### src/rtl/kdwm_pkg.sv
// ----------------------------------------------------------------------------
// kdwm_pkg - kiwi drive wheel mixer shared definitions
// Fixed-point widths, constants, register indexes and sequencer states
// for the three omni wheel mixer.
// ----------------------------------------------------------------------------
package kdwm_pkg;

	// stick ADC resolution and fraction bits of the Q2.FRAC_BITS values
	localparam int ADC_BITS  = 12;
	localparam int FRAC_BITS = 15;

	localparam int DZ_BITS   = ADC_BITS - 1;
	// normalised stick value: range [-2, 2)
	localparam int Q_W       = FRAC_BITS + 3;
	// wheel mix sums, magnitude below 8
	localparam int M_W       = FRAC_BITS + 5;
	// divider remainder / divisor width
	localparam int DW        = (FRAC_BITS + 4 > ADC_BITS) ? FRAC_BITS + 4 : ADC_BITS;
	// shared multiplier operands and product
	localparam int MA_W      = FRAC_BITS + 2;
	localparam int MB_W      = (FRAC_BITS > 16) ? FRAC_BITS : 16;
	localparam int P_W       = MA_W + MB_W;
	// divider step counter, one quotient bit per step, FRAC_BITS+1 steps
	localparam int CNT_W     = $clog2(FRAC_BITS + 1);

	localparam int CFG_W     = 16;
	localparam int CFG_IDX_W = 3;
	localparam int PULSE_W   = 11;
	localparam int GAIN_SH   = 16;

	localparam int Q_ONE_I   = 1 << FRAC_BITS;

	localparam logic signed [Q_W-1:0] Q_ONE_Q  = Q_W'(Q_ONE_I);
	localparam logic signed [Q_W-1:0] Q_HI_Q   = Q_W'(2 * Q_ONE_I - 1);
	localparam logic signed [M_W-1:0] Q_ONE_M  = M_W'(Q_ONE_I);
	localparam logic signed [M_W-1:0] Q_MONE_M = M_W'(-Q_ONE_I);

	// 0.866 in Q0.FRAC_BITS, truncated
	localparam logic [MB_W-1:0] K_866       = MB_W'((866 * Q_ONE_I) / 1000);
	localparam logic [MB_W-1:0] PULSE_SCALE = MB_W'(500);
	localparam logic [PULSE_W-1:0] PULSE_BASE = PULSE_W'(1000);
	localparam logic [PULSE_W-1:0] PULSE_MID  = PULSE_W'(1500);

	localparam logic [CNT_W-1:0] CNT_LAST = CNT_W'(FRAC_BITS);

	// register reset values
	localparam logic [ADC_BITS-1:0] NEUTRAL_RST = ADC_BITS'(2010);
	localparam logic [DZ_BITS-1:0]  DZ_RST      = DZ_BITS'(200);
	localparam logic [ADC_BITS-1:0] UPPER_RST   = ADC_BITS'(4020);
	localparam logic [15:0]         GAIN_RST    = 16'd32768;
	localparam logic [15:0]         TIMEOUT_RST = 16'd100;

	// register indexes
	localparam logic [CFG_IDX_W-1:0] CFG_NEUTRAL = 3'd0;
	localparam logic [CFG_IDX_W-1:0] CFG_DZ      = 3'd1;
	localparam logic [CFG_IDX_W-1:0] CFG_UPPER   = 3'd2;
	localparam logic [CFG_IDX_W-1:0] CFG_GAIN    = 3'd3;
	localparam logic [CFG_IDX_W-1:0] CFG_TIMEOUT = 3'd4;

	// item command codes
	localparam logic CMD_SAMPLE = 1'b0;
	localparam logic CMD_TICK   = 1'b1;

	// sequencer states
	typedef enum logic [10:0] {
		S_IDLE = 11'b000_0000_0001,
		S_NORM = 11'b000_0000_0010,
		S_NDIV = 11'b000_0000_0100,
		S_MRW  = 11'b000_0000_1000,
		S_MSY  = 11'b000_0001_0000,
		S_MIX  = 11'b000_0010_0000,
		S_WSET = 11'b000_0100_0000,
		S_WDIV = 11'b000_1000_0000,
		S_PMUL = 11'b001_0000_0000,
		S_PWR  = 11'b010_0000_0000,
		S_FIN  = 11'b100_0000_0000
	} state_t;

endpackage

### src/rtl/kiwi_drive_wheel_mixer.sv
// ----------------------------------------------------------------------------
// kiwi_drive_wheel_mixer - three omni wheel drive mixer with receive timeout
// Normalises three stick readings, mixes them into three wheel commands,
// rescales them when the largest exceeds one and maps them to servo pulses.
// Millisecond ticks run a timeout that drops the drive enable.
// ----------------------------------------------------------------------------
// Each item gives exactly one result. A tick item goes straight to the
// result stage. A sample item normalises the three stick channels in turn,
// each directly or by a division, then forms the rotation and sine products
// and the mix; when the largest wheel command exceeds one, it divides each
// wheel by that largest one, and it then maps each wheel to a pulse. The
// result stage waits while the previous result is still held. Both divisions
// use the single shared restoring divider, which retires one quotient bit
// per cycle over FRAC_BITS+1 steps, and the rotation, sine and pulse products
// use the shared multiplier. in_ready is high only while the sequencer is
// idle; a finished result waits in the output register while the next item is
// accepted. Configuration writes are always accepted (cfg_ready stays high)
// and must only be issued while the block is idle.
module kiwi_drive_wheel_mixer (
	input  logic                               clk,
	input  logic                               arst_n,
	// item input
	input  logic                               in_valid,
	output logic                               in_ready,
	input  logic                               command,
	input  logic [kdwm_pkg::ADC_BITS-1:0]      raw_x,
	input  logic [kdwm_pkg::ADC_BITS-1:0]      raw_y,
	input  logic [kdwm_pkg::ADC_BITS-1:0]      raw_z,
	// result output
	output logic                               out_valid,
	input  logic                               out_ready,
	output logic                               drive_enable,
	output logic [kdwm_pkg::PULSE_W-1:0]       pulse_top,
	output logic [kdwm_pkg::PULSE_W-1:0]       pulse_left,
	output logic [kdwm_pkg::PULSE_W-1:0]       pulse_right,
	output logic                               stopped_now,
	// configuration writes
	input  logic                               cfg_valid,
	output logic                               cfg_ready,
	input  logic [kdwm_pkg::CFG_IDX_W-1:0]     cfg_index,
	input  logic [kdwm_pkg::CFG_W-1:0]         cfg_data
);

	import kdwm_pkg::*;

	function automatic logic [M_W-1:0] abs_m(input logic signed [M_W-1:0] a);
		abs_m = a[M_W-1] ? -a : a;
	endfunction

	function automatic logic [Q_W-1:0] abs_q(input logic signed [Q_W-1:0] a);
		abs_q = a[Q_W-1] ? -a : a;
	endfunction

	// control state
	state_t               state_q;
	logic [1:0]           idx_q;
	logic [CNT_W-1:0]     cnt_q;
	logic                 out_valid_q;
	logic                 drive_q;
	logic [15:0]          ms_q;
	logic [PULSE_W-1:0]   wheel_q [3];

	// configuration registers
	logic [ADC_BITS-1:0]  neutral_q;
	logic [DZ_BITS-1:0]   dz_q;
	logic [ADC_BITS-1:0]  upper_q;
	logic [15:0]          gain_q;
	logic [15:0]          timeout_q;

	// datapath registers
	logic                     cmd_q;
	logic [ADC_BITS-1:0]      raw_q [3];
	logic signed [Q_W-1:0]    v_q [3];
	logic signed [M_W-1:0]    m_q [3];
	logic signed [Q_W-1:0]    rw_q;
	logic [DW-1:0]            big_q;
	logic [DW-1:0]            rem_q;
	logic [DW-1:0]            dvs_q;
	logic [FRAC_BITS:0]       num_q;
	logic [FRAC_BITS:0]       quo_q;
	logic                     neg_q;
	logic [P_W-1:0]           prod_q;

	// output registers
	logic                 drive_en_q;
	logic [PULSE_W-1:0]   pulse_q [3];
	logic                 stopped_q;

	// ---- stick normalisation front end ----
	logic [ADC_BITS-1:0]      raw_sel;
	logic signed [ADC_BITS:0] delta;
	logic [ADC_BITS:0]        delta_neg;
	logic [ADC_BITS-1:0]      mag;
	logic signed [ADC_BITS:0] span;
	logic [ADC_BITS:0]        two_span;
	logic                     mag_zero;
	logic                     in_dz;
	logic                     delta_pos;
	logic                     span_pos;
	logic                     mag_ge_2span;
	logic                     norm_direct;
	logic signed [Q_W-1:0]    v_direct;

	assign raw_sel   = raw_q[idx_q];
	assign delta     = $signed({1'b0, raw_sel}) - $signed({1'b0, neutral_q});
	assign delta_neg = -delta;
	assign mag       = delta[ADC_BITS] ? delta_neg[ADC_BITS-1:0] : delta[ADC_BITS-1:0];
	assign span      = $signed({1'b0, upper_q}) - $signed({1'b0, neutral_q});
	assign two_span  = {span[ADC_BITS-1:0], 1'b0};
	assign mag_zero  = (mag == '0);
	assign in_dz     = (mag < {1'b0, dz_q});
	assign delta_pos = !delta[ADC_BITS] && !mag_zero;
	assign span_pos  = !span[ADC_BITS] && (span[ADC_BITS-1:0] != '0);
	assign mag_ge_2span = ({1'b0, mag} >= two_span);
	assign norm_direct  = mag_zero || in_dz || (delta_pos && (!span_pos || mag_ge_2span));

	always_comb begin
		if (mag_zero || in_dz) begin
			v_direct = '0;
		end else if (!span_pos) begin
			v_direct = Q_ONE_Q;
		end else begin
			v_direct = Q_HI_Q;
		end
	end

	// ---- shared restoring divider, one quotient bit a cycle ----
	logic [DW:0]          r2;
	logic [DW:0]          r2_sub;
	logic                 div_ge;
	logic [DW-1:0]        rem_nx;
	logic [FRAC_BITS:0]   quo_nx;
	logic [FRAC_BITS:0]   num_nx;
	logic signed [Q_W-1:0] qv_pos;
	logic signed [Q_W-1:0] v_div;
	logic signed [M_W-1:0] qm_pos;
	logic signed [M_W-1:0] m_div;

	assign r2     = {rem_q, num_q[FRAC_BITS]};
	assign div_ge = (r2 >= {1'b0, dvs_q});
	assign r2_sub = r2 - {1'b0, dvs_q};
	assign rem_nx = div_ge ? r2_sub[DW-1:0] : r2[DW-1:0];
	assign quo_nx = {quo_q[FRAC_BITS-1:0], div_ge};
	assign num_nx = {num_q[FRAC_BITS-1:0], 1'b0};
	assign qv_pos = $signed({2'b00, quo_nx});
	assign v_div  = neg_q ? -qv_pos : qv_pos;
	assign qm_pos = $signed({4'b0000, quo_nx});
	assign m_div  = neg_q ? -qm_pos : qm_pos;

	// wheel rescale operand
	logic signed [M_W-1:0] m_sel;
	logic [M_W-1:0]        m_sel_abs;

	assign m_sel     = m_q[idx_q];
	assign m_sel_abs = abs_m(m_sel);

	// ---- shared multiplier ----
	logic [Q_W-1:0]        v_abs1;
	logic [Q_W-1:0]        v_abs2;
	logic signed [M_W-1:0] m_clamp;
	logic signed [M_W-1:0] m_plus;
	logic [MA_W-1:0]       mul_a;
	logic [MB_W-1:0]       mul_b;
	logic [P_W-1:0]        prod;

	assign v_abs1 = abs_q(v_q[1]);
	assign v_abs2 = abs_q(v_q[2]);

	always_comb begin
		if (m_sel > Q_ONE_M) begin
			m_clamp = Q_ONE_M;
		end else if (m_sel < Q_MONE_M) begin
			m_clamp = Q_MONE_M;
		end else begin
			m_clamp = m_sel;
		end
	end

	assign m_plus = m_clamp + Q_ONE_M;

	always_comb begin
		unique case (state_q)
			S_MRW: begin
				mul_a = v_abs2[MA_W-1:0];
				mul_b = MB_W'(gain_q);
			end
			S_MSY: begin
				mul_a = v_abs1[MA_W-1:0];
				mul_b = K_866;
			end
			default: begin
				mul_a = m_plus[MA_W-1:0];
				mul_b = PULSE_SCALE;
			end
		endcase
	end

	assign prod = P_W'(mul_a) * P_W'(mul_b);

	// ---- mix terms ----
	logic [P_W-1:0]        rw_sh;
	logic signed [Q_W-1:0] rw_pos;
	logic signed [Q_W-1:0] rw_val;
	logic [P_W-1:0]        sy_sh;
	logic signed [Q_W-1:0] sy_pos;
	logic signed [Q_W-1:0] sy_val;
	logic signed [Q_W-1:0] hx;
	logic signed [M_W-1:0] vx_e;
	logic signed [M_W-1:0] rw_e;
	logic signed [M_W-1:0] sy_e;
	logic signed [M_W-1:0] hx_e;
	logic signed [M_W-1:0] m0;
	logic signed [M_W-1:0] m1;
	logic signed [M_W-1:0] m2;
	logic [M_W-1:0]        a0;
	logic [M_W-1:0]        a1;
	logic [M_W-1:0]        a2;
	logic [M_W-1:0]        big;
	logic                  big_gt_one;

	// rotation product scaled by 2^16, truncated toward zero
	assign rw_sh  = prod_q >> GAIN_SH;
	assign rw_pos = $signed({1'b0, rw_sh[Q_W-2:0]});
	assign rw_val = v_q[2][Q_W-1] ? -rw_pos : rw_pos;

	// sine term scaled by 2^FRAC_BITS, truncated toward zero
	assign sy_sh  = prod_q >> FRAC_BITS;
	assign sy_pos = $signed({1'b0, sy_sh[Q_W-2:0]});
	assign sy_val = v_q[1][Q_W-1] ? -sy_pos : sy_pos;

	// x/2 rounding toward zero
	assign hx = (v_q[0] + $signed({{(Q_W-1){1'b0}}, v_q[0][Q_W-1]})) >>> 1;

	assign vx_e = M_W'(v_q[0]);
	assign rw_e = M_W'(rw_q);
	assign sy_e = M_W'(sy_val);
	assign hx_e = M_W'(hx);
	assign m0   = vx_e + rw_e;
	assign m1   = sy_e - hx_e + rw_e;
	assign m2   = -sy_e - hx_e + rw_e;
	assign a0   = abs_m(m0);
	assign a1   = abs_m(m1);
	assign a2   = abs_m(m2);

	always_comb begin
		big = a0;
		if (a1 > big) begin
			big = a1;
		end
		if (a2 > big) begin
			big = a2;
		end
	end

	assign big_gt_one = (big > M_W'(Q_ONE_I));

	// pulse from the registered product
	logic [P_W-1:0]     p_sh;
	logic [PULSE_W-1:0] pulse_new;

	assign p_sh      = prod_q >> FRAC_BITS;
	assign pulse_new = PULSE_BASE + p_sh[PULSE_W-1:0];

	// ---- timeout ----
	logic [15:0] ms_inc;
	logic        tick_stop;
	logic        out_free;

	assign ms_inc    = (ms_q == 16'hFFFF) ? ms_q : ms_q + 16'd1;
	assign tick_stop = drive_q && (ms_inc > timeout_q);
	assign out_free  = !out_valid_q || out_ready;

	// ---- sequencer and control state ----
	always_ff @(posedge clk or negedge arst_n) begin
		if (!arst_n) begin
			state_q     <= S_IDLE;
			idx_q       <= '0;
			cnt_q       <= '0;
			out_valid_q <= 1'b0;
			drive_q     <= 1'b0;
			ms_q        <= '0;
			wheel_q[0]  <= PULSE_MID;
			wheel_q[1]  <= PULSE_MID;
			wheel_q[2]  <= PULSE_MID;
			neutral_q   <= NEUTRAL_RST;
			dz_q        <= DZ_RST;
			upper_q     <= UPPER_RST;
			gain_q      <= GAIN_RST;
			timeout_q   <= TIMEOUT_RST;
		end else begin
			// register writes
			if (cfg_valid) begin
				unique case (cfg_index)
					CFG_NEUTRAL: neutral_q <= cfg_data[ADC_BITS-1:0];
					CFG_DZ:      dz_q      <= cfg_data[DZ_BITS-1:0];
					CFG_UPPER:   upper_q   <= cfg_data[ADC_BITS-1:0];
					CFG_GAIN:    gain_q    <= cfg_data[15:0];
					CFG_TIMEOUT: timeout_q <= cfg_data[15:0];
					default: ;
				endcase
			end

			// result taken; a new one landing on the same edge is set in S_FIN
			if (out_valid_q && out_ready && (state_q != S_FIN)) begin
				out_valid_q <= 1'b0;
			end

			unique case (state_q)
				S_IDLE: begin
					if (in_valid) begin
						idx_q   <= '0;
						state_q <= (command == CMD_TICK) ? S_FIN : S_NORM;
					end
				end
				S_NORM: begin
					if (norm_direct) begin
						if (idx_q == 2'd2) begin
							idx_q   <= '0;
							state_q <= S_MRW;
						end else begin
							idx_q <= idx_q + 2'd1;
						end
					end else begin
						cnt_q   <= CNT_LAST;
						state_q <= S_NDIV;
					end
				end
				S_NDIV: begin
					if (cnt_q == '0) begin
						if (idx_q == 2'd2) begin
							idx_q   <= '0;
							state_q <= S_MRW;
						end else begin
							idx_q   <= idx_q + 2'd1;
							state_q <= S_NORM;
						end
					end else begin
						cnt_q <= cnt_q - CNT_W'(1);
					end
				end
				S_MRW: state_q <= S_MSY;
				S_MSY: state_q <= S_MIX;
				S_MIX: begin
					idx_q   <= '0;
					state_q <= big_gt_one ? S_WSET : S_PMUL;
				end
				S_WSET: begin
					cnt_q   <= CNT_LAST;
					state_q <= S_WDIV;
				end
				S_WDIV: begin
					if (cnt_q == '0) begin
						if (idx_q == 2'd2) begin
							idx_q   <= '0;
							state_q <= S_PMUL;
						end else begin
							idx_q   <= idx_q + 2'd1;
							state_q <= S_WSET;
						end
					end else begin
						cnt_q <= cnt_q - CNT_W'(1);
					end
				end
				S_PMUL: state_q <= S_PWR;
				S_PWR: begin
					wheel_q[idx_q] <= pulse_new;
					if (idx_q == 2'd2) begin
						state_q <= S_FIN;
					end else begin
						idx_q   <= idx_q + 2'd1;
						state_q <= S_PMUL;
					end
				end
				S_FIN: begin
					if (out_free) begin
						if (cmd_q == CMD_SAMPLE) begin
							drive_q <= 1'b1;
							ms_q    <= '0;
						end else begin
							ms_q    <= ms_inc;
							drive_q <= drive_q && !tick_stop;
						end
						out_valid_q <= 1'b1;
						state_q     <= S_IDLE;
					end
				end
				default: state_q <= S_IDLE;
			endcase
		end
	end

	// ---- datapath registers ----
	always_ff @(posedge clk) begin
		unique case (state_q)
			S_IDLE: begin
				if (in_valid) begin
					cmd_q    <= command;
					raw_q[0] <= raw_x;
					raw_q[1] <= raw_y;
					raw_q[2] <= raw_z;
				end
			end
			S_NORM: begin
				if (norm_direct) begin
					v_q[idx_q] <= v_direct;
				end else begin
					rem_q <= DW'(mag >> 1);
					num_q <= {mag[0], {FRAC_BITS{1'b0}}};
					dvs_q <= delta_pos ? DW'(span[ADC_BITS-1:0]) : DW'(neutral_q);
					neg_q <= !delta_pos;
				end
			end
			S_NDIV: begin
				rem_q <= rem_nx;
				num_q <= num_nx;
				quo_q <= quo_nx;
				if (cnt_q == '0) begin
					v_q[idx_q] <= v_div;
				end
			end
			S_MRW: prod_q <= prod;
			S_MSY: begin
				rw_q   <= rw_val;
				prod_q <= prod;
			end
			S_MIX: begin
				m_q[0] <= m0;
				m_q[1] <= m1;
				m_q[2] <= m2;
				big_q  <= DW'(big);
			end
			S_WSET: begin
				rem_q <= DW'(m_sel_abs >> 1);
				num_q <= {m_sel_abs[0], {FRAC_BITS{1'b0}}};
				dvs_q <= big_q;
				neg_q <= m_sel[M_W-1];
			end
			S_WDIV: begin
				rem_q <= rem_nx;
				num_q <= num_nx;
				quo_q <= quo_nx;
				if (cnt_q == '0) begin
					m_q[idx_q] <= m_div;
				end
			end
			S_PMUL: prod_q <= prod;
			S_FIN: begin
				if (out_free) begin
					drive_en_q <= (cmd_q == CMD_SAMPLE) ? 1'b1 : (drive_q && !tick_stop);
					stopped_q  <= (cmd_q == CMD_TICK) && tick_stop;
					pulse_q[0] <= wheel_q[0];
					pulse_q[1] <= wheel_q[1];
					pulse_q[2] <= wheel_q[2];
				end
			end
			default: ;
		endcase
	end

	assign in_ready     = (state_q == S_IDLE);
	assign cfg_ready    = 1'b1;
	assign out_valid    = out_valid_q;
	assign drive_enable = drive_en_q;
	assign pulse_top    = pulse_q[0];
	assign pulse_left   = pulse_q[1];
	assign pulse_right  = pulse_q[2];
	assign stopped_now  = stopped_q;

`ifndef NO_ASSERTIONS
	// a timeout stop always reports the drive as off
	a_stop_drops_drive: assert property (@(posedge clk) disable iff (!arst_n)
		(out_valid && stopped_now) |-> !drive_enable)
		else $error("stop reported with drive still enabled");

	// pulses stay within the servo range
	a_pulse_range: assert property (@(posedge clk) disable iff (!arst_n)
		out_valid |-> (pulse_top >= PULSE_BASE) && (pulse_top <= 11'd2000) &&
			(pulse_left >= PULSE_BASE) && (pulse_left <= 11'd2000) &&
			(pulse_right >= PULSE_BASE) && (pulse_right <= 11'd2000))
		else $error("wheel pulse out of range");

	// wheel rescale only runs with a divisor above one
	a_rescale_divisor: assert property (@(posedge clk) disable iff (!arst_n)
		(state_q == S_WDIV) |-> (dvs_q > DW'(Q_ONE_I)))
		else $error("wheel rescale with divisor not above one");

	// drive comes on only with a sample, which clears the timeout counter
	a_drive_rise: assert property (@(posedge clk) disable iff (!arst_n)
		$rose(drive_q) |-> (ms_q == '0))
		else $error("drive enabled without counter cleared");

	// the result register is never overwritten while still held
	a_no_overwrite: assert property (@(posedge clk) disable iff (!arst_n)
		(out_valid_q && !out_ready && (state_q == S_FIN)) |=> (state_q == S_FIN))
		else $error("result overwritten while stalled");
`endif

endmodule

### config.mk
export PLATFORM = sky130hd
export DESIGN_NAME = kiwi_drive_wheel_mixer
export DESIGN_NICKNAME = d
export VERILOG_FILES = /design/src/rtl/kdwm_pkg.sv /design/src/rtl/kiwi_drive_wheel_mixer.sv
export SDC_FILE = /design/constraint.sdc
export NUM_CORES = 2
export LEC_CHECK = 0
export BUFFER_PORTS_ARGS = -buffer_cell sky130_fd_sc_hd__buf_2
export CORE_UTILIZATION = 40
export DETAILED_ROUTE_END_ITERATION = 8
export PLACE_DENSITY = 0.62
export SLEW_MARGIN = 20
export SYNTH_ARGS = -nofsm -noshare
export SYNTH_HDL_FRONTEND = slang
export SYNTH_SLANG_ARGS = --single-unit
### constraint.sdc
create_clock -name clk -period 14.85 [get_ports clk]
set_input_delay 2.2275 -clock clk [delete_from_list [all_inputs] [get_ports clk]]
set_output_delay 2.2275 -clock clk [all_outputs]
set_load 0.1 [all_outputs]
## Yosys cells after proc, flatten, opt, wreduce, memory -nomap -nowiden

Memory sizes are Yosys's and may differ from the RTL's.
Cells that the tools add are included.

| word-level totals | value |
|---|---|
| output and inout port bits | 38 |
| bits in latches | 0 |
| RAM bits | 183 |
| input bits | 61 |
| memories kept | 4 |
| memory bits (read-only) | 0 |
| register bits after elaboration | 278 |

| cells by class | value |
|---|---|
| mux-type cells | 79 |
| divide/modulo/power cells | 0 |
| reduce and logical (&&, ||, !) cells | 42 |
| $lt $le $gt $ge | 11 |
| $mul | 1 |
| equal/unequal tests | 28 |
| add/subtract/negate cells | 26 |
| shifts and indexed selects | 0 |
| bitwise logic cells | 2 |

Memories:

| memory | depth | width | rd ports | clocked after Yosys merged registers in | write ports | RTL line | text |
|---|---|---|---|---|---|---|---|
| m_q | 3 | 20 | 1 | 0 | 3 | kiwi_drive_wheel_mixer.sv:74 | `logic signed [M_W-1:0] m_q [3];` |
| v_q | 3 | 18 | 3 | 0 | 1 | kiwi_drive_wheel_mixer.sv:73 | `logic signed [Q_W-1:0] v_q [3];` |
| raw_q | 3 | 12 | 1 | 0 | 3 | kiwi_drive_wheel_mixer.sv:72 | `logic [ADC_BITS-1:0] raw_q [3];` |
| pulse_q | 3 | 11 | 3 | 0 | 3 | kiwi_drive_wheel_mixer.sv:86 | `logic [PULSE_W-1:0] pulse_q [3];` |

Operators by type and width:

| operator | count |
|---|---|
| two-way mux 20 bit | 8 |
| case mux 11 bit (11 select lines) | 1 |
| two-way mux 11 bit | 9 |
| two-way mux 17 bit | 5 |
| two-way mux 18 bit | 4 |
| negator 20 bit | 3 |
| two-way mux 19 bit | 3 |
| case mux 19 bit (3 select lines) | 1 |
| two-way mux 16 bit | 3 |
| case mux 16 bit (3 select lines) | 1 |
| > comparator 20 bit | 2 |
| case mux 19 bit (2 select lines) | 1 |
| negator 17 -> 18 bit | 2 |
| negator 17 bit | 2 |
| case mux 17 bit (2 select lines) | 1 |
| bitwise mux 33 bit | 1 |
| multiplier 17 x 16 -> 33 bit | 1 |
| case mux 16 bit (2 select lines) | 1 |
| subtractor 12 x 12 -> 13 bit | 2 |
| two-way mux 12 bit | 2 |
| demux 11 bit (select 2 bit) | 1 |
| two-way mux 1 bit | 22 |
| adder 19 x 18 -> 20 bit | 1 |
| adder 20 x 18 -> 20 bit | 1 |
| other kinds (69) | 111 |

## Longest topological paths before layout

| logic depth | value |
|---|---|
| word-level depth | 13 |
| mapped depth | 48 |
| mapped depth without buffers | 45 |

## Worst setup path before layout

No wires, ideal clock.

| timing path | value |
|---|---|
| path kind | reg2reg |
| from | register prod_q[18] |
| to | register state_q[8] |
| setup time | 0.073 ns |
| cell stages (with the launch flop) | 42 |
| path slack | 4.305 ns |
| arrival | 10.471 ns |
| cells stage by stage | edfxtp_1 -> clkbuf_1 -> inv_1 -> ha_1 -> nand2_1 -> or3_1 -> or3_1 -> nor2_1 -> nand2_1 -> or3_1 -> o21ai_0 -> xnor2_1 -> fa_1 -> ha_1 -> or2_2 -> o41ai_1 -> mux2i_1 -> or4_1 -> [... 6 more ...] -> o21ai_1 -> clkbuf_1 -> clkbuf_1 -> clkbuf_1 -> o21ai_0 -> ha_1 -> nand3_1 -> nor2_1 -> nand3_1 -> o32ai_1 -> nand2b_1 -> o22ai_1 -> a21oi_1 -> or2_2 -> or4_1 -> o41a_1 -> o31ai_1 -> nor2b_1 |

| between the ends | value |
|---|---|
| longest elaborated chain between the ends | 13 |
| elaborated cells between the ends (all ways) | 18 |

Ends and longest elaborated chain:

| element | RTL line | text |
|---|---|---|
| start, declared | kiwi_drive_wheel_mixer.sv:82 | `logic [P_W-1:0] prod_q;` |
| start signal, assigned | kiwi_drive_wheel_mixer.sv:421 | `S_MRW: prod_q <= prod;` |
| start signal, assigned | kiwi_drive_wheel_mixer.sv:424 | `prod_q <= prod;` |
| start signal, assigned | kiwi_drive_wheel_mixer.sv:446 | `S_PMUL: prod_q <= prod;` |
| negator 17 -> 18 bit | kiwi_drive_wheel_mixer.sv:229 | `assign sy_val = v_q[1][Q_W-1] ? -sy_pos : sy_pos;` |
| two-way mux 18 bit (*) | kiwi_drive_wheel_mixer.sv:229 |  |
| subtractor 18 x 17 -> 19 bit | kiwi_drive_wheel_mixer.sv:239 | `assign m1 = sy_e - hx_e + rw_e;` |
| adder 19 x 18 -> 20 bit | kiwi_drive_wheel_mixer.sv:239 |  |
| negator 20 bit | kiwi_drive_wheel_mixer.sv:47 | `abs_m = a[M_W-1] ? -a : a;` |
| two-way mux 20 bit | kiwi_drive_wheel_mixer.sv:47 |  |
| > comparator 20 bit | kiwi_drive_wheel_mixer.sv:247 | `if (a1 > big) begin` |
| two-way mux 20 bit | kiwi_drive_wheel_mixer.sv:247 |  |
| > comparator 20 bit | kiwi_drive_wheel_mixer.sv:250 | `if (a2 > big) begin` |
| two-way mux 20 bit (*) | kiwi_drive_wheel_mixer.sv:250 |  |
| via big[3] | kiwi_drive_wheel_mixer.sv:218 | `logic [M_W-1:0] big;` |
| > comparator 20 x 16 -> 1 bit (*) | kiwi_drive_wheel_mixer.sv:255 | `assign big_gt_one = (big > M_W'(Q_ONE_I));` |
| two-way mux 9 bit (*) | kiwi_drive_wheel_mixer.sv:345 | `state_q <= big_gt_one ? S_WSET : S_PMUL;` |
| case mux 11 bit (11 select lines) (*) | kiwi_drive_wheel_mixer.sv:308 | `unique case (state_q)` |
| end signal, assigned | kiwi_drive_wheel_mixer.sv:312 | `state_q <= (command == CMD_TICK) ? S_FIN : S_NORM;` |
| end signal, assigned | kiwi_drive_wheel_mixer.sv:345 |  |
| end, declared | kiwi_drive_wheel_mixer.sv:55 | `state_t state_q;` |

The timed path passes the listed nets; every way through them passes the cells marked *.
A chain may end at the register's enable or synchronous reset.

## Worst setup path after layout

| timing path | value |
|---|---|
| from | register prod_q[18] |
| to | register state_q[8] |

| between the ends | value |
|---|---|
| longest elaborated chain between the ends | 13 |
| elaborated cells between the ends (all ways) | 18 |

Ends and longest elaborated chain:

| element | RTL line |
|---|---|
| negator 17 -> 18 bit | kiwi_drive_wheel_mixer.sv:229 |
| two-way mux 18 bit (*) | kiwi_drive_wheel_mixer.sv:229 |
| subtractor 18 x 17 -> 19 bit | kiwi_drive_wheel_mixer.sv:239 |
| adder 19 x 18 -> 20 bit | kiwi_drive_wheel_mixer.sv:239 |
| negator 20 bit | kiwi_drive_wheel_mixer.sv:47 |
| two-way mux 20 bit | kiwi_drive_wheel_mixer.sv:47 |
| > comparator 20 bit | kiwi_drive_wheel_mixer.sv:247 |
| two-way mux 20 bit | kiwi_drive_wheel_mixer.sv:247 |
| > comparator 20 bit | kiwi_drive_wheel_mixer.sv:250 |
| two-way mux 20 bit (*) | kiwi_drive_wheel_mixer.sv:250 |
| > comparator 20 x 16 -> 1 bit (*) | kiwi_drive_wheel_mixer.sv:255 |
| two-way mux 9 bit (*) | kiwi_drive_wheel_mixer.sv:345 |
| case mux 11 bit (11 select lines) (*) | kiwi_drive_wheel_mixer.sv:308 |

Every way passes the cells marked *; elsewhere a longest branch is shown, timed or not.

==> out/results.ini <==
[cells_and_area]
stdcell_area_mm2 = 0.0429
finalNonFillerCells = 5516
syn_to_final_growth_pct = 8.95
nets = 4811
drive_gt1_share_pct = 9.27
nFillCells = 9365
multi_input_area_mm2 = 0.0240
regArea_mm2 = 0.0129

[power_and_ir_drop]
max-vdd-ir-drop_mv = 0.187
power.leakage_nw = 18.4
pwr_density_cell_mw_per_mm2 = 184

[routing]
dr_wl_met2_mm = 55.6
wl_met1_mm = 51.6
met3WireLength_mm = 7.98
postRouteAntennaNets = 0
viasPerCell = 5.61
avgRoutedWirePerCell_um = 21.7
vias = 30900
drtIter0Drc = 2649
drc = 26
dr.max_layer_used = met4
wl_mm = 120
drt_first_pass_iters = 9

[floorplan]
start_util_pct = 40.6
dieWidth_um = 316
core_area_mm2 = 0.0970
ios = 99
rows = 114
fp.dieH_um = 316
die-area_mm2 = 0.0996

[timing]
max_freq_mhz = 89.2
worstMarginPinSlew_ns = 1.16
maxSlewHeadroom_pct = 22.7
fin_crit_sh_pct = 75.5
layout_min_cycle_time_ns = 11.21
final_hold_viol_count = 0
drv_slew = 0
skew_ns = 0.0276
timing.hold.ws_ns = 0.447
rsz0062_at_grt = no
setup_violations = 0
finalSetupTns_ns = 0

[placement]
dp_cells = 5423
gp_congestion = 0.956
place.detailed.hpwl_mm = 93.3
placed_cell_area_mm2 = 0.0413
port_buffers = 97

[logic_synthesis]
synth_top_area_share_pct = 24.1
synth_edf_count = 316
ys_seq_area_share_pct = 32.8
synth.most_common_cell = nand2_1
synthTopCellsByArea = edfxtp_1, fa_1, ha_1
synth_common_cells = nand2_1, inv_1, edfxtp_1, ha_1, o21ai_0
syn-instance-count = 4147
synthArstFlopShare_pct = 29.9
yosys.area.top_type = edfxtp_1
avgSynthCellArea_um2 = 9.49
synth-seq-cells = 451
yosysWarnings = 0
synth_flop_cell = edfxtp_1
syn_area_mm2 = 0.0393
yosysUniqueCellTypes = 101

[clock_network]
clk_path_buf_depth = 3
clk_pin_slew_worst_paths_ns = 0.06
numCtsBuffers = 50
htree_levels = 2
clock_latency_ns = 0.63
hold_buffers = 0
post_cts_resized = 0
cts_tree = yes
cts_root_buffer = clkbuf_16
cts_sinks = 451
cts_setup_buffers = 0

[worst_setup_path]
crit_required_ns = 15.39
critPathLaunchType = flip-flop
cp-end-kind = flip-flop
slowest_delay_ns = 0.62
regToRegStartpoint = prod_q[18]
crit_slowest_cell = o32ai_2
cpMostUsedCell = ha_1
path_max_fanout = 37
reg2reg_slack_ns = 3.64
r2r_end = state_q[8]
rr_worst_depth = 40
worst_ep_arrival_time_ns = 11.75
crit_type = reg2reg

[global_route]
overflow = 0
grt_usage_pct = 23.9
grt_antenna_before_repair = 1
grt_pass1_wl_mm = 182
grt_pass1_vias = 30100
grt_max_degree = 78

[hold_path]
min-delay-start = wheel_q[23]
hold_end = pulse_q[0][1]
min_path_cells = 0
min_path_type = reg2reg

[job]
maxCapViolCount = 0

[run_status]
status = complete, but fails checks
violations = DRC

==> layout by cell type, fill, tap and decap left out, drive strengths merged, types with 25 or more instances in the layout <==
cell / synthesis / routed
a211oi: 25 / 25
a21o: 61 / 61
a21oi: 160 / 160
and2: 48 / 48
buf: 17 / 149
clkbuf: 133 / 72
dfrtp: 90 / 90
dfstp: 45 / 45
edfxtp: 316 / 316
fa: 245 / 245
ha: 306 / 306
inv: 489 / 491
mux2: 43 / 43
mux2i: 59 / 59
nand2: 560 / 560
nand2b: 38 / 38
nand3: 65 / 65
nand4: 44 / 44
nor2: 254 / 254
nor2b: 62 / 62
nor3: 65 / 65
o21a: 30 / 30
o21ai: 269 / 269
o31ai: 42 / 42
or3: 32 / 32
xnor2: 165 / 165
xor2: 99 / 99
==> worst max-delay path by stage <==
stage / slack (ns) / depth (start not counted) / startpoint / endpoint
finish: 3.64 / 40 / prod_q[18] / state_q[8]
global route: 2.97 / 42 / prod_q[18] / state_q[6]
CTS: 3.65 / 38 / prod_q[18] / state_q[8]
detailed placement: 3.71 / 38 / prod_q[18] / state_q[8]
global placement: 3.78 / 39 / prod_q[16] / state_q[8]
floorplan: 4.31 / 41 / prod_q[18] / state_q[8]
==> logic make-up (layout without fill, tap and decap cells) <==
kind of cell | Yosys count | after routing | share of synthesized area [%]
adders and majority gates | 551 | 551 | 22.2
xor gates and xnor gates | 264 | 264 | 5.88
AOI/OAI and AO/OA | 827 | 827 | 13.8
DFF | 451 | 451 | 32.8
muxes | 120 | 120 | 3.77
buffers and inverters | 642 | 733 | 6.21
and+or+nand+nor | 1291 | 1291 | 15.3
other | 1 | 3 | 0.00953
==> critical path: cells and delay by family (launching register included) <==
kind	cells	cell delay, ns
AOI/OAI and AO/OA	12	3.63
xor gates and xnor gates	1	0.22
adders and majority gates	5	1.71
buffers and inverters	4	1.00
DFF	1	0.54
and+or+nand+nor	18	4.01
==> area by class of cell <==
| class | count | share of cell area (%) |
|---|---|---|
| Clock buffer | 72 | 3.28 |
| Tap cell | 1276 | 3.72 |
| Sequential cell | 451 | 30.2 |
| Clock inverter | 20 | 0.394 |
| Inverter | 492 | 4.31 |
| Multi-Input combinational cell | 3055 | 56.1 |
| Antenna cell | 1 | 0.00584 |
| Timing Repair Buffer | 149 | 2.06 |
==> stage by stage <==
stage                     total power, W  setup slack, ns  utilization, %
final                            0.00788             3.64            44.2
after global routing             0.00842             2.97            44.2
after CTS                        0.00786             3.65            44.2
after detailed placement         0.00659             3.71            42.6
after global placement           0.00655             3.78            42.6
after floorplan                  0.00511             4.31               -
==> per-layer routing <==
metal / track usage (%) / up-vias
met5: 0 / -
met4: 8.15 / 0
met3: 3.52 / 210
met2: 38.9 / 1086
met1: 32.4 / 15200
li1: - / 14400
==> registers in the layout (all words and copies together), names as in the netlist, 2 cells and up <==
| signal | cells |
|---|---|
| state_q | 11 |
| dvs_q | 19 |
| rw_q | 18 |
| m_q | 80 |
| wheel_q | 33 |
| ms_q | 16 |
| prod_q | 18 |
| neutral_q | 12 |
| upper_q | 12 |
| gain_q | 16 |
| big_q | 19 |
| pulse_q | 33 |
| timeout_q | 16 |
| dz_q | 11 |
| raw_q | 36 |
| quo_q | 15 |
| v_q | 54 |
| rem_q | 19 |
| idx_q | 2 |
| cnt_q | 4 |
==> where the power goes <==
group          total, W  switching, W  leakage, nW  internal [W]
Clock           0.00122      0.000530        0.769      0.000695
Combinational   0.00476       0.00312         13.1       0.00164
Sequential      0.00190      0.000129         4.52       0.00177
(Power assumes the default switching activity.)
